===== config.mk =====
export PLATFORM = sky130hd
export DESIGN_NAME = accel_speech_energy_detector_top
export DESIGN_NICKNAME = d
export VERILOG_FILES = /design/src/rtl/ased_pkg.sv /design/src/rtl/accel_speech_energy_detector_top.sv
export SDC_FILE = /design/constraint.sdc
export NUM_CORES = 2
export LEC_CHECK = 0
export BUFFER_PORTS_ARGS = -buffer_cell sky130_fd_sc_hd__buf_2
export CAP_MARGIN = 20
export CORE_ASPECT_RATIO = 1.5
export CORE_UTILIZATION = 47
export DETAILED_ROUTE_END_ITERATION = 10
export HOLD_SLACK_MARGIN = 0.05
export SYNTH_ARGS = -nofsm -noshare
export SYNTH_HDL_FRONTEND = slang
export SYNTH_SLANG_ARGS = --single-unit

===== constraint.sdc =====
create_clock -name aclk -period 8.2 [get_ports aclk]
set_input_delay 0.41 -clock aclk [delete_from_list [all_inputs] [get_ports aclk]]
set_output_delay 0.41 -clock aclk [all_outputs]
set_load 0.02 [all_outputs]

===== src/rtl/ased_pkg.sv =====
`default_nettype none
// ----------------------------------------------------------------------------
// ased_pkg
// Shared widths, register codes, sequencer control word and microcode table
// for the accelerometer speech energy detector.
// ----------------------------------------------------------------------------
package ased_pkg;

    localparam int BLOCK_LEN_DEFAULT = 64;

    localparam int SAMPLE_W  = 13;
    localparam int ABSD_W    = 13;
    localparam int Q_W       = 26;
    localparam int ALPHA_W   = 16;
    localparam int RATIO_W   = 4;
    localparam int LEVEL_W   = 42;
    localparam int SUM_W     = 48;
    localparam int P_W       = Q_W + ALPHA_W;
    localparam int PROD_W    = LEVEL_W + ALPHA_W;
    localparam int ACC_W     = PROD_W + 2;
    localparam int FRAC_W    = 16;
    localparam int DIGIT_W   = 16;
    localparam int DIV_DIGITS = SUM_W / DIGIT_W;
    localparam int LOOP_W    = $clog2(DIV_DIGITS);
    localparam int PC_W      = 4;

    localparam int CFG_IDX_W  = 2;
    localparam int CFG_DATA_W = 16;

    // register indexes
    localparam logic [CFG_IDX_W-1:0] CFG_SPEECH_ALPHA     = 2'd0;
    localparam logic [CFG_IDX_W-1:0] CFG_BACKGROUND_ALPHA = 2'd1;
    localparam logic [CFG_IDX_W-1:0] CFG_THRESHOLD_RATIO  = 2'd2;

    localparam logic [ALPHA_W-1:0] SPEECH_ALPHA_RST     = 16'd1311;
    localparam logic [ALPHA_W-1:0] BACKGROUND_ALPHA_RST = 16'd66;
    localparam logic [RATIO_W-1:0] THRESHOLD_RATIO_RST  = 4'd2;

    // multiplier operand A
    localparam logic [1:0] MA_ABSD = 2'd0;
    localparam logic [1:0] MA_SA   = 2'd1;
    localparam logic [1:0] MA_BA   = 2'd2;
    // multiplier operand B
    localparam logic [1:0] MB_ABSD = 2'd0;
    localparam logic [1:0] MB_Q    = 2'd1;
    localparam logic [1:0] MB_FE   = 2'd2;
    localparam logic [1:0] MB_SE   = 2'd3;
    // product destination
    localparam logic [1:0] MD_NONE = 2'd0;
    localparam logic [1:0] MD_Q    = 2'd1;
    localparam logic [1:0] MD_P    = 2'd2;
    localparam logic [1:0] MD_R    = 2'd3;

    // datapath operations
    localparam logic [3:0] OP_NONE     = 4'd0;
    localparam logic [3:0] OP_PREP     = 4'd1;
    localparam logic [3:0] OP_DIFF     = 4'd2;
    localparam logic [3:0] OP_UPD_FAST = 4'd3;
    localparam logic [3:0] OP_UPD_SLOW = 4'd4;
    localparam logic [3:0] OP_SUMS     = 4'd5;
    localparam logic [3:0] OP_DIV_INIT = 4'd6;
    localparam logic [3:0] OP_DIV_STEP = 4'd7;
    localparam logic [3:0] OP_EMIT     = 4'd8;
    localparam logic [3:0] OP_DIV_MUL  = 4'd9;

    // sequencer jump conditions
    localparam logic [2:0] J_NEXT  = 3'd0;
    localparam logic [2:0] J_WAIT  = 3'd1;
    localparam logic [2:0] J_FIRST = 3'd2;
    localparam logic [2:0] J_BLOCK = 3'd3;
    localparam logic [2:0] J_LOOP  = 3'd4;
    localparam logic [2:0] J_EMIT  = 3'd5;

    // program addresses
    localparam logic [PC_W-1:0] PC_IDLE     = 4'd0;
    localparam logic [PC_W-1:0] PC_PREP     = 4'd1;
    localparam logic [PC_W-1:0] PC_DIFF     = 4'd2;
    localparam logic [PC_W-1:0] PC_SQUARE   = 4'd3;
    localparam logic [PC_W-1:0] PC_FAST_P   = 4'd4;
    localparam logic [PC_W-1:0] PC_FAST_R   = 4'd5;
    localparam logic [PC_W-1:0] PC_FAST_UPD = 4'd6;
    localparam logic [PC_W-1:0] PC_SLOW_P   = 4'd7;
    localparam logic [PC_W-1:0] PC_SLOW_R   = 4'd8;
    localparam logic [PC_W-1:0] PC_SLOW_UPD = 4'd9;
    localparam logic [PC_W-1:0] PC_SUMS     = 4'd10;
    localparam logic [PC_W-1:0] PC_DIV_INIT = 4'd11;
    localparam logic [PC_W-1:0] PC_DIV_MUL  = 4'd12;
    localparam logic [PC_W-1:0] PC_DIV_STEP = 4'd13;
    localparam logic [PC_W-1:0] PC_EMIT     = 4'd14;

    typedef struct packed {
        logic            take;
        logic [1:0]      mul_a;
        logic [1:0]      mul_b;
        logic [1:0]      mul_dst;
        logic [3:0]      op;
        logic [2:0]      jmp;
        logic [PC_W-1:0] target;
    } ucode_t;

    function automatic ucode_t mk_word(
        input logic            take,
        input logic [1:0]      mul_a,
        input logic [1:0]      mul_b,
        input logic [1:0]      mul_dst,
        input logic [3:0]      op,
        input logic [2:0]      jmp,
        input logic [PC_W-1:0] target
    );
        ucode_t w;
        w.take    = take;
        w.mul_a   = mul_a;
        w.mul_b   = mul_b;
        w.mul_dst = mul_dst;
        w.op      = op;
        w.jmp     = jmp;
        w.target  = target;
        return w;
    endfunction

    function automatic ucode_t ucode_rom(input logic [PC_W-1:0] pc);
        ucode_t w;
        unique case (pc)
            PC_IDLE:     w = mk_word(1'b1, MA_ABSD, MB_ABSD, MD_NONE, OP_NONE,     J_WAIT,  PC_IDLE);
            PC_PREP:     w = mk_word(1'b0, MA_ABSD, MB_ABSD, MD_NONE, OP_PREP,     J_FIRST, PC_IDLE);
            PC_DIFF:     w = mk_word(1'b0, MA_ABSD, MB_ABSD, MD_NONE, OP_DIFF,     J_NEXT,  PC_IDLE);
            PC_SQUARE:   w = mk_word(1'b0, MA_ABSD, MB_ABSD, MD_Q,    OP_NONE,     J_NEXT,  PC_IDLE);
            PC_FAST_P:   w = mk_word(1'b0, MA_SA,   MB_Q,    MD_P,    OP_NONE,     J_NEXT,  PC_IDLE);
            PC_FAST_R:   w = mk_word(1'b0, MA_SA,   MB_FE,   MD_R,    OP_NONE,     J_NEXT,  PC_IDLE);
            PC_FAST_UPD: w = mk_word(1'b0, MA_ABSD, MB_ABSD, MD_NONE, OP_UPD_FAST, J_NEXT,  PC_IDLE);
            PC_SLOW_P:   w = mk_word(1'b0, MA_BA,   MB_Q,    MD_P,    OP_NONE,     J_NEXT,  PC_IDLE);
            PC_SLOW_R:   w = mk_word(1'b0, MA_BA,   MB_SE,   MD_R,    OP_NONE,     J_NEXT,  PC_IDLE);
            PC_SLOW_UPD: w = mk_word(1'b0, MA_ABSD, MB_ABSD, MD_NONE, OP_UPD_SLOW, J_NEXT,  PC_IDLE);
            PC_SUMS:     w = mk_word(1'b0, MA_ABSD, MB_ABSD, MD_NONE, OP_SUMS,     J_BLOCK, PC_DIFF);
            PC_DIV_INIT: w = mk_word(1'b0, MA_ABSD, MB_ABSD, MD_NONE, OP_DIV_INIT, J_NEXT,  PC_IDLE);
            PC_DIV_MUL:  w = mk_word(1'b0, MA_ABSD, MB_ABSD, MD_NONE, OP_DIV_MUL,  J_NEXT,  PC_IDLE);
            PC_DIV_STEP: w = mk_word(1'b0, MA_ABSD, MB_ABSD, MD_NONE, OP_DIV_STEP, J_LOOP,  PC_DIV_MUL);
            PC_EMIT:     w = mk_word(1'b0, MA_ABSD, MB_ABSD, MD_NONE, OP_EMIT,     J_EMIT,  PC_IDLE);
            default:     w = mk_word(1'b0, MA_ABSD, MB_ABSD, MD_NONE, OP_NONE,     J_NEXT,  PC_IDLE);
        endcase
        return w;
    endfunction

    // 3-point median of signed samples
    function automatic logic signed [SAMPLE_W-1:0] med3(
        input logic signed [SAMPLE_W-1:0] a,
        input logic signed [SAMPLE_W-1:0] b,
        input logic signed [SAMPLE_W-1:0] c
    );
        logic signed [SAMPLE_W-1:0] lo;
        logic signed [SAMPLE_W-1:0] hi;
        logic signed [SAMPLE_W-1:0] m;
        lo = (a < b) ? a : b;
        hi = (a < b) ? b : a;
        if (c <= lo) begin
            m = lo;
        end else if (c >= hi) begin
            m = hi;
        end else begin
            m = c;
        end
        return m;
    endfunction

endpackage
`default_nettype wire


===== src/rtl/accel_speech_energy_detector_top.sv =====
`default_nettype none
// ----------------------------------------------------------------------------
// accel_speech_energy_detector_top
// Median-filtered, differenced z-axis energy with fast/slow averages and a
// per-block speech flag, run by a small microcoded sequencer.
// ----------------------------------------------------------------------------
// One z sample is taken per word; every BLOCK_LEN samples one result word is
// produced carrying the block means of the fast and slow energy averages and
// the speech flag. A sample takes one accept step plus ten sequencer steps
// through the single shared 16x42 multiplier before the next ready; the
// first sample of a block takes only the accept and prep steps. The last
// sample of a block also runs a second median pass, a divide by BLOCK_LEN
// for both means taken one 16-bit digit at a time over three digits, two
// steps a digit through a reciprocal multiply after a setup step, and an
// emit step, plus any wait for the result register to drain. The result
// register lets the next sample be taken while a result is still pending.
// Configuration writes must be done while the block is idle.
module accel_speech_energy_detector_top
    import ased_pkg::*;
#(
    parameter int BLOCK_LEN = BLOCK_LEN_DEFAULT
) (
    input  wire                       aclk,
    input  wire                       aresetn,

    input  wire                       cfg_wr_en,
    input  wire [CFG_IDX_W-1:0]       cfg_index,
    input  wire [CFG_DATA_W-1:0]      cfg_wdata,

    input  wire                       s_valid,
    output logic                      s_ready,
    input  wire signed [SAMPLE_W-1:0] s_z_sample,

    output logic                      m_valid,
    input  wire                       m_ready,
    output logic                      m_speech_detected,
    output logic [LEVEL_W-1:0]        m_speech_level,
    output logic [LEVEL_W-1:0]        m_background_level
);

    localparam int CNT_W  = $clog2(BLOCK_LEN);
    localparam int REM_W  = $clog2(BLOCK_LEN);
    // partial dividend of one digit step: remainder above the next digit
    localparam int DIVN_W = REM_W + DIGIT_W;
    localparam int RCP_SH = DIVN_W + REM_W;
    localparam logic [CNT_W-1:0]  CNT_LAST = CNT_W'(BLOCK_LEN - 1);
    localparam logic [63:0]       RCP_WIDE = ((64'd1 << RCP_SH) + 64'(BLOCK_LEN) - 64'd1)
                                             / 64'(BLOCK_LEN);
    localparam logic [DIVN_W:0]   RECIP    = (DIVN_W + 1)'(RCP_WIDE);
    localparam logic [DIVN_W-1:0] DIVISOR  = DIVN_W'(BLOCK_LEN);
    localparam logic [LOOP_W-1:0] DIV_LAST = LOOP_W'(DIV_DIGITS - 1);
    localparam logic [ACC_W-1:0]  ROUND    = ACC_W'(1) << (FRAC_W - 1);

    // configuration
    logic [ALPHA_W-1:0] speech_alpha_reg;
    logic [ALPHA_W-1:0] background_alpha_reg;
    logic [RATIO_W-1:0] threshold_ratio_reg;

    // sequencer
    logic [PC_W-1:0]    pc_reg;
    logic [PC_W-1:0]    pc_next;
    ucode_t             cw;
    logic [CNT_W-1:0]   count_reg;
    logic               tail_reg;
    logic [LOOP_W-1:0]  loop_reg;

    // datapath
    logic signed [SAMPLE_W-1:0] x_reg;
    logic signed [SAMPLE_W-1:0] win0_reg;
    logic signed [SAMPLE_W-1:0] win1_reg;
    logic signed [SAMPLE_W-1:0] med_reg;
    logic signed [SAMPLE_W-1:0] prev_reg;
    logic [ABSD_W-1:0]          absd_reg;
    logic [Q_W-1:0]             q_reg;
    logic [P_W-1:0]             p_reg;
    logic [PROD_W-1:0]          r_reg;
    logic [LEVEL_W-1:0]         fast_reg;
    logic [LEVEL_W-1:0]         slow_reg;
    logic [SUM_W-1:0]           fsum_reg;
    logic [SUM_W-1:0]           ssum_reg;
    logic [REM_W-1:0]           frem_reg;
    logic [REM_W-1:0]           srem_reg;
    logic [DIGIT_W-1:0]         fq_reg;
    logic [DIGIT_W-1:0]         sq_reg;
    logic                       out_valid_reg;

    logic                       accept;
    logic                       first;
    logic                       last;
    logic                       out_free;
    logic [ALPHA_W-1:0]         mul_a_val;
    logic [LEVEL_W-1:0]         mul_b_val;
    logic [PROD_W-1:0]          product;
    logic signed [SAMPLE_W:0]   diff;
    logic [SAMPLE_W:0]          diff_abs;
    logic [LEVEL_W-1:0]         ema_src;
    logic [ACC_W-1:0]           ema_acc;
    logic [LEVEL_W-1:0]         ema_next;
    logic [SUM_W:0]             fsum_add;
    logic [SUM_W:0]             ssum_add;
    logic [DIVN_W-1:0]          fdiv_t;
    logic [DIVN_W-1:0]          sdiv_t;
    logic [2*DIVN_W:0]          fdiv_prod;
    logic [2*DIVN_W:0]          sdiv_prod;
    logic [DIVN_W-1:0]          fdiv_back;
    logic [DIVN_W-1:0]          sdiv_back;
    logic [LEVEL_W+RATIO_W-1:0] bg_scaled;
    logic                       flag;

    assign cw       = ucode_rom(pc_reg);
    assign s_ready  = cw.take;
    assign accept   = s_valid && s_ready;
    assign first    = (count_reg == '0);
    assign last     = (count_reg == CNT_LAST);
    assign out_free = !out_valid_reg || m_ready;

    // shared multiplier
    always_comb begin
        unique case (cw.mul_a)
            MA_SA:   mul_a_val = speech_alpha_reg;
            MA_BA:   mul_a_val = background_alpha_reg;
            default: mul_a_val = ALPHA_W'(absd_reg);
        endcase
        unique case (cw.mul_b)
            MB_Q:    mul_b_val = LEVEL_W'(q_reg);
            MB_FE:   mul_b_val = fast_reg;
            MB_SE:   mul_b_val = slow_reg;
            default: mul_b_val = LEVEL_W'(absd_reg);
        endcase
    end
    assign product = PROD_W'(mul_a_val) * PROD_W'(mul_b_val);

    assign diff     = {med_reg[SAMPLE_W-1], med_reg} - {prev_reg[SAMPLE_W-1], prev_reg};
    assign diff_abs = diff[SAMPLE_W] ? (SAMPLE_W + 1)'(-diff) : diff;

    // e' = ((a*q + e) << 16) - a*e + half, then drop the fraction
    assign ema_src  = (cw.op == OP_UPD_SLOW) ? slow_reg : fast_reg;
    assign ema_acc  = (ACC_W'(p_reg) << FRAC_W) + (ACC_W'(ema_src) << FRAC_W)
                      + ROUND - ACC_W'(r_reg);
    assign ema_next = ema_acc[LEVEL_W+FRAC_W-1:FRAC_W];

    assign fsum_add = {1'b0, fsum_reg} + (SUM_W + 1)'(fast_reg);
    assign ssum_add = {1'b0, ssum_reg} + (SUM_W + 1)'(slow_reg);

    // long division by the block length, one 16-bit digit per pass; the
    // digit comes from a reciprocal multiply, exact for any partial dividend
    // below BLOCK_LEN << 16, and the remainder is taken back in the next step
    assign fdiv_t    = {frem_reg, fsum_reg[SUM_W-1 -: DIGIT_W]};
    assign sdiv_t    = {srem_reg, ssum_reg[SUM_W-1 -: DIGIT_W]};
    assign fdiv_prod = (2*DIVN_W + 1)'(fdiv_t) * (2*DIVN_W + 1)'(RECIP);
    assign sdiv_prod = (2*DIVN_W + 1)'(sdiv_t) * (2*DIVN_W + 1)'(RECIP);
    assign fdiv_back = DIVN_W'(fq_reg) * DIVISOR;
    assign sdiv_back = DIVN_W'(sq_reg) * DIVISOR;

    assign bg_scaled = (LEVEL_W + RATIO_W)'(threshold_ratio_reg)
                       * (LEVEL_W + RATIO_W)'(ssum_reg[LEVEL_W-1:0]);
    assign flag      = (LEVEL_W + RATIO_W)'(fsum_reg[LEVEL_W-1:0]) > bg_scaled;

    always_comb begin
        pc_next = pc_reg + 1'b1;
        unique case (cw.jmp)
            J_NEXT: begin
            end
            J_WAIT: begin
                if (!s_valid) pc_next = pc_reg;
            end
            J_FIRST: begin
                if (first) pc_next = cw.target;
            end
            J_BLOCK: begin
                if (!last) begin
                    pc_next = PC_IDLE;
                end else if (!tail_reg) begin
                    pc_next = cw.target;
                end
            end
            J_LOOP: begin
                if (loop_reg != DIV_LAST) pc_next = cw.target;
            end
            J_EMIT: begin
                pc_next = out_free ? cw.target : pc_reg;
            end
            default: pc_next = PC_IDLE;
        endcase
    end

    // control and architectural state
    always_ff @(posedge aclk) begin
        if (!aresetn) begin
            speech_alpha_reg     <= SPEECH_ALPHA_RST;
            background_alpha_reg <= BACKGROUND_ALPHA_RST;
            threshold_ratio_reg  <= THRESHOLD_RATIO_RST;
            pc_reg               <= PC_IDLE;
            count_reg            <= '0;
            tail_reg             <= 1'b0;
            loop_reg             <= '0;
            out_valid_reg        <= 1'b0;
            win0_reg             <= '0;
            win1_reg             <= '0;
            prev_reg             <= '0;
            fast_reg             <= '0;
            slow_reg             <= '0;
            fsum_reg             <= '0;
            ssum_reg             <= '0;
        end else begin
            pc_reg <= pc_next;

            if (cfg_wr_en) begin
                unique case (cfg_index)
                    CFG_SPEECH_ALPHA:     speech_alpha_reg     <= cfg_wdata;
                    CFG_BACKGROUND_ALPHA: background_alpha_reg <= cfg_wdata;
                    CFG_THRESHOLD_RATIO:  threshold_ratio_reg  <= cfg_wdata[RATIO_W-1:0];
                    default: begin
                    end
                endcase
            end

            if (cw.op == OP_EMIT && out_free) begin
                out_valid_reg <= 1'b1;
            end else if (m_ready) begin
                out_valid_reg <= 1'b0;
            end

            unique case (cw.op)
                OP_PREP: begin
                    if (first) begin
                        win0_reg  <= x_reg;
                        win1_reg  <= x_reg;
                        count_reg <= count_reg + 1'b1;
                    end else begin
                        win0_reg <= win1_reg;
                        win1_reg <= x_reg;
                    end
                end
                OP_DIFF: begin
                    prev_reg <= med_reg;
                end
                OP_UPD_FAST: begin
                    fast_reg <= ema_next;
                end
                OP_UPD_SLOW: begin
                    slow_reg <= ema_next;
                end
                OP_SUMS: begin
                    fsum_reg <= fsum_add[SUM_W] ? '1 : fsum_add[SUM_W-1:0];
                    ssum_reg <= ssum_add[SUM_W] ? '1 : ssum_add[SUM_W-1:0];
                    if (!last) begin
                        count_reg <= count_reg + 1'b1;
                    end else if (!tail_reg) begin
                        tail_reg <= 1'b1;
                    end
                end
                OP_DIV_INIT: begin
                    loop_reg <= '0;
                end
                OP_DIV_STEP: begin
                    // quotient digits shift in from the bottom
                    fsum_reg <= {fsum_reg[SUM_W-DIGIT_W-1:0], fq_reg};
                    ssum_reg <= {ssum_reg[SUM_W-DIGIT_W-1:0], sq_reg};
                    loop_reg <= loop_reg + 1'b1;
                end
                OP_EMIT: begin
                    if (out_free) begin
                        fsum_reg      <= '0;
                        ssum_reg      <= '0;
                        count_reg     <= '0;
                        tail_reg      <= 1'b0;
                    end
                end
                default: begin
                end
            endcase
        end
    end

    // working registers, no reset needed
    always_ff @(posedge aclk) begin
        if (accept) x_reg <= s_z_sample;

        if (cw.op == OP_PREP && !first) begin
            med_reg <= med3(win0_reg, win1_reg, x_reg);
        end else if (cw.op == OP_SUMS && last && !tail_reg) begin
            // last sample is its own right neighbor
            med_reg <= med3(win0_reg, win1_reg, win1_reg);
        end

        if (cw.op == OP_DIFF) absd_reg <= diff_abs[ABSD_W-1:0];

        unique case (cw.mul_dst)
            MD_Q:    q_reg <= product[Q_W-1:0];
            MD_P:    p_reg <= product[P_W-1:0];
            MD_R:    r_reg <= product;
            default: begin
            end
        endcase

        if (cw.op == OP_DIV_MUL) begin
            fq_reg <= fdiv_prod[RCP_SH +: DIGIT_W];
            sq_reg <= sdiv_prod[RCP_SH +: DIGIT_W];
        end

        if (cw.op == OP_DIV_INIT) begin
            frem_reg <= '0;
            srem_reg <= '0;
        end else if (cw.op == OP_DIV_STEP) begin
            frem_reg <= REM_W'(fdiv_t - fdiv_back);
            srem_reg <= REM_W'(sdiv_t - sdiv_back);
        end

        if (cw.op == OP_EMIT && out_free) begin
            m_speech_detected  <= flag;
            m_speech_level     <= fsum_reg[LEVEL_W-1:0];
            m_background_level <= ssum_reg[LEVEL_W-1:0];
        end
    end

    assign m_valid = out_valid_reg;

endmodule
`default_nettype wire


==> flow_metrics.py <==
metrics = {
    "yosys": {
        "syn_inst": 7009,
        "ys_top_cells_by_area": "fa_1, edfxtp_1, dfxtp_1, ha_1, nand2_1",
        "seq_area_frac_synth": 0.237,
        "synth_enable_flop_cells": 282,
        "ys_types": 90,
        "yosysTopAreaCell": "fa_1",
        "ys_async_sr_fraction": 0,
        "syn-cell-area_mm2": 0.0609,
        "yosysWarnings": 0,
        "syn_avg_cell_area_um2": 8.69,
        "ys_ff_latch": 579,
        "synth_top_area_frac": 0.224,
        "ys.flop_type": "dfxtp_1",
        "syn_nets": 8163,
    },
    "clocking": {
        "numCtsBuffers": 60,
        "cts.sinks": 579,
        "cts_buffer_depth": 3,
        "cts_tree": "yes",
        "htree_levels": 2,
        "insertion_delay_ns": 0.71,
        "cts_root_buf": "clkbuf_16",
        "path_clk_slew_ns": 0.07,
    },
    "detailed_routing": {
        "drt-initial-drc-count": 3279,
        "vias_per_cell": 5.83,
        "wl_per_cell_um": 23.9,
        "first_pass_iters": 9,
        "drcViolationCount": 2,
        "vias": 51600,
        "ant_nets": 0,
        "wl_mm": 211,
    },
    "grt": {
        "grt_overflow": 0,
        "first_global_vias": 53000,
        "grt_start_max_net_pins": 88,
        "antenna_found_initial": 3,
        "met3_usage": 0.0371,
        "grt_pass1_wl_mm": 319,
        "gr-usage-met1": 0.340,
        "gr-usage-all-layers": 0.323,
        "top_usage_layer": "met2",
        "grt.met2_usage": 0.588,
    },
    "sta": {
        "rsz0062_at_grt": "false",
        "slew_violations": 0,
        "final_hold_viol_count": 0,
        "clock.fmax_mhz": 127,
        "worst_pin_slew_ns": 1.19,
        "setup_violations": 0,
        "min_period_ns": 7.86,
        "tns_ns": 0,
        "max_slew_margin": 0.200,
        "skew_ns": 0.0708,
        "timing.hold.ws_ns": 0.105,
        "min_period_over_period": 0.959,
    },
    "worst_setup_path": {
        "start_kind": "flop",
        "cpPeakStageDelay_ns": 0.56,
        "crit_required_ns": 8.58,
        "arrival_ns": 8.25,
        "worst-path-buf-inv": 5,
        "crit_path_frequent_cell": "fa_1",
        "cpMaxStageDelayCell": "fa_1",
        "cp_top_family": "adder cells",
        "critPathCaptureType": "flop",
        "critical_path_class": "flop to flop",
        "cp_max_fo": 17,
    },
    "placed_design": {
        "post_dp_cell_area_mm2": 0.0643,
        "hpwl_mm": 169,
        "io_buffers": 122,
        "gp_congestion": 0.998,
    },
    "layout": {
        "design_area_mm2": 0.0667,
        "largest_reg_flops": 58,
        "multiInputGateArea_mm2": 0.0418,
        "nets": 8245,
        "area_delta_synth_final_pct": 9.61,
        "antenna_cells": 0,
        "drive_gt1_frac": 0.0784,
        "fill_cells": 12300,
        "regArea_mm2": 0.0144,
    },
    "floorplan": {
        "dieArea_mm2": 0.131,
        "die_h_um": 443,
        "die_w_um": 296,
        "rows": 161,
        "floorplan.initialDensity": 0.474,
        "core_region_area_mm2": 0.129,
        "io_pins": 123,
    },
    "job": {
        "max_cap_violations": 0,
    },
    "status": {
        "violations": "DRC",
        "status": "finished, violations left",
    },
    "hold_path": {
        "min_path_type": "input pin to flop",
    },
}
[path summary, 6_finish.rpt]
kind                 from  slack (ns)             endpoint  depth (start not counted)
max                cw[16]        0.34            r_reg[57]                         25
min          cfg_index[1]        0.10  speech_alpha_reg[5]                          4
max reg2reg        cw[16]        0.34            r_reg[57]                         25
min reg2reg   frem_reg[1]        0.43           fq_reg[11]                          0
[cells in the mapped netlist, types with 36 or more instances]
master	number
a221oi_1	36
o21ai_0	301
a21oi_1	468
nand2_1	1158
mux2i_1	80
a211oi_1	46
nand4_1	75
a31oi_1	69
and3_1	51
fa_1	682
nand2b_1	38
ha_1	436
edfxtp_1	282
xor2_1	95
a21o_1	154
a22oi_1	56
nor2b_1	46
nor3_1	61
nor2_1	380
inv_1	941
and2_1	158
dfxtp_1	297
xnor2_1	121
clkbuf_1	304
o21a_1	55
nand3_1	113
[cell type report]
type	instances	share of cell area
Clock inverter	45	0.00797
Inverter	942	0.0530
Tap cell	1711	0.0321
Clock buffer	69	0.0244
Timing Repair Buffer	359	0.0401
Multi-Input combinational cell	5149	0.626
Sequential cell	579	0.216
[metrics by stage]
step                utilization  setup slack (ns)  cells
CTS                       0.519             0.223   8853
global placement          0.500             0.399   8709
floorplan                     -             0.246   7009
finish                    0.519             0.336   8854
detailed placement        0.500             0.282   8710
global route              0.519            0.0611   8854
[routing by layer]
layer	vias up	part of all wire
met5	-	0.00022
met4	6	0.086
met3	649	0.051
met2	1788	0.51
met1	25600	0.35
li1	23600	-
[worst reg2reg max path: stages (launching register included)]
cell and delay [ns]:
dfxtp_1 0.37, inv_1 0.06, ha_1 0.30, a22oi_1 0.40, or2_2 0.55, nor2_1 0.16, fa_1 0.56, fa_1 0.45
fa_1 0.55, fa_1 0.45, fa_1 0.51, inv_1 0.05, fa_1 0.48, inv_1 0.04, ha_1 0.29, and3_1 0.25
nand4_1 0.16, or4_1 0.51, a21oi_1 0.19, a2111oi_2 0.07, buf_4 0.18, o31ai_2 0.33, a41o_1 0.26, buf_4 0.13
mux2i_1 0.17, nor2_1 0.07
[cells in the final DEF (no fill, tap or decap), drive strengths merged, types with 17 or more instances in the layout]
cell         Yosys  routed
nand2         1158    1158
inv            942     954
fa             682     682
a21oi          470     470
ha             436     436
nor2           380     380
buf             33     330
o21ai          325     325
dfxtp          297     297
edfxtp         282     282
and2           158     158
a21o           154     154
xnor2          121     121
nand3          114     114
xor2            95      95
mux2i           80      80
nand4           76      76
a31oi           71      71
clkbuf         306      69
nor3            61      61
a22oi           56      56
o21a            55      55
and3            51      51
a211oi          46      46
nor2b           46      46
nand2b          38      38
a221oi          37      37
o211ai          32      32
mux2            30      30
o21bai          30      30
or3             29      29
dlygate4sd3      0      29
a311oi          21      21
clkinv           0      21
o221ai          20      20
nand3b          19      19
or2             18      18
nor4            18      18
o31ai           18      18
a2111oi         17      17
[cell families after synthesis]
kind of cell / synth area share
xor gates and xnor gates: 0.0311
and+or+nand+nor: 0.164
muxes: 0.0205
DFF: 0.237
AOI/OAI and AO/OA: 0.155
adders and majority gates: 0.314
buffers and inverters: 0.0795
[what timing repair did]
action | 4_1_cts | 5_1_grt
resized for setup | 0 | 5
hold buffers | 29 | 0
setup endpoints to repair | 0 | 2
endpoints found under the hold margin | 46 | 0
buffers inserted | 0 | 0
Power is not shown: default switching activity piles up to over one toggle a cycle in this logic, so the estimate is an artifact.
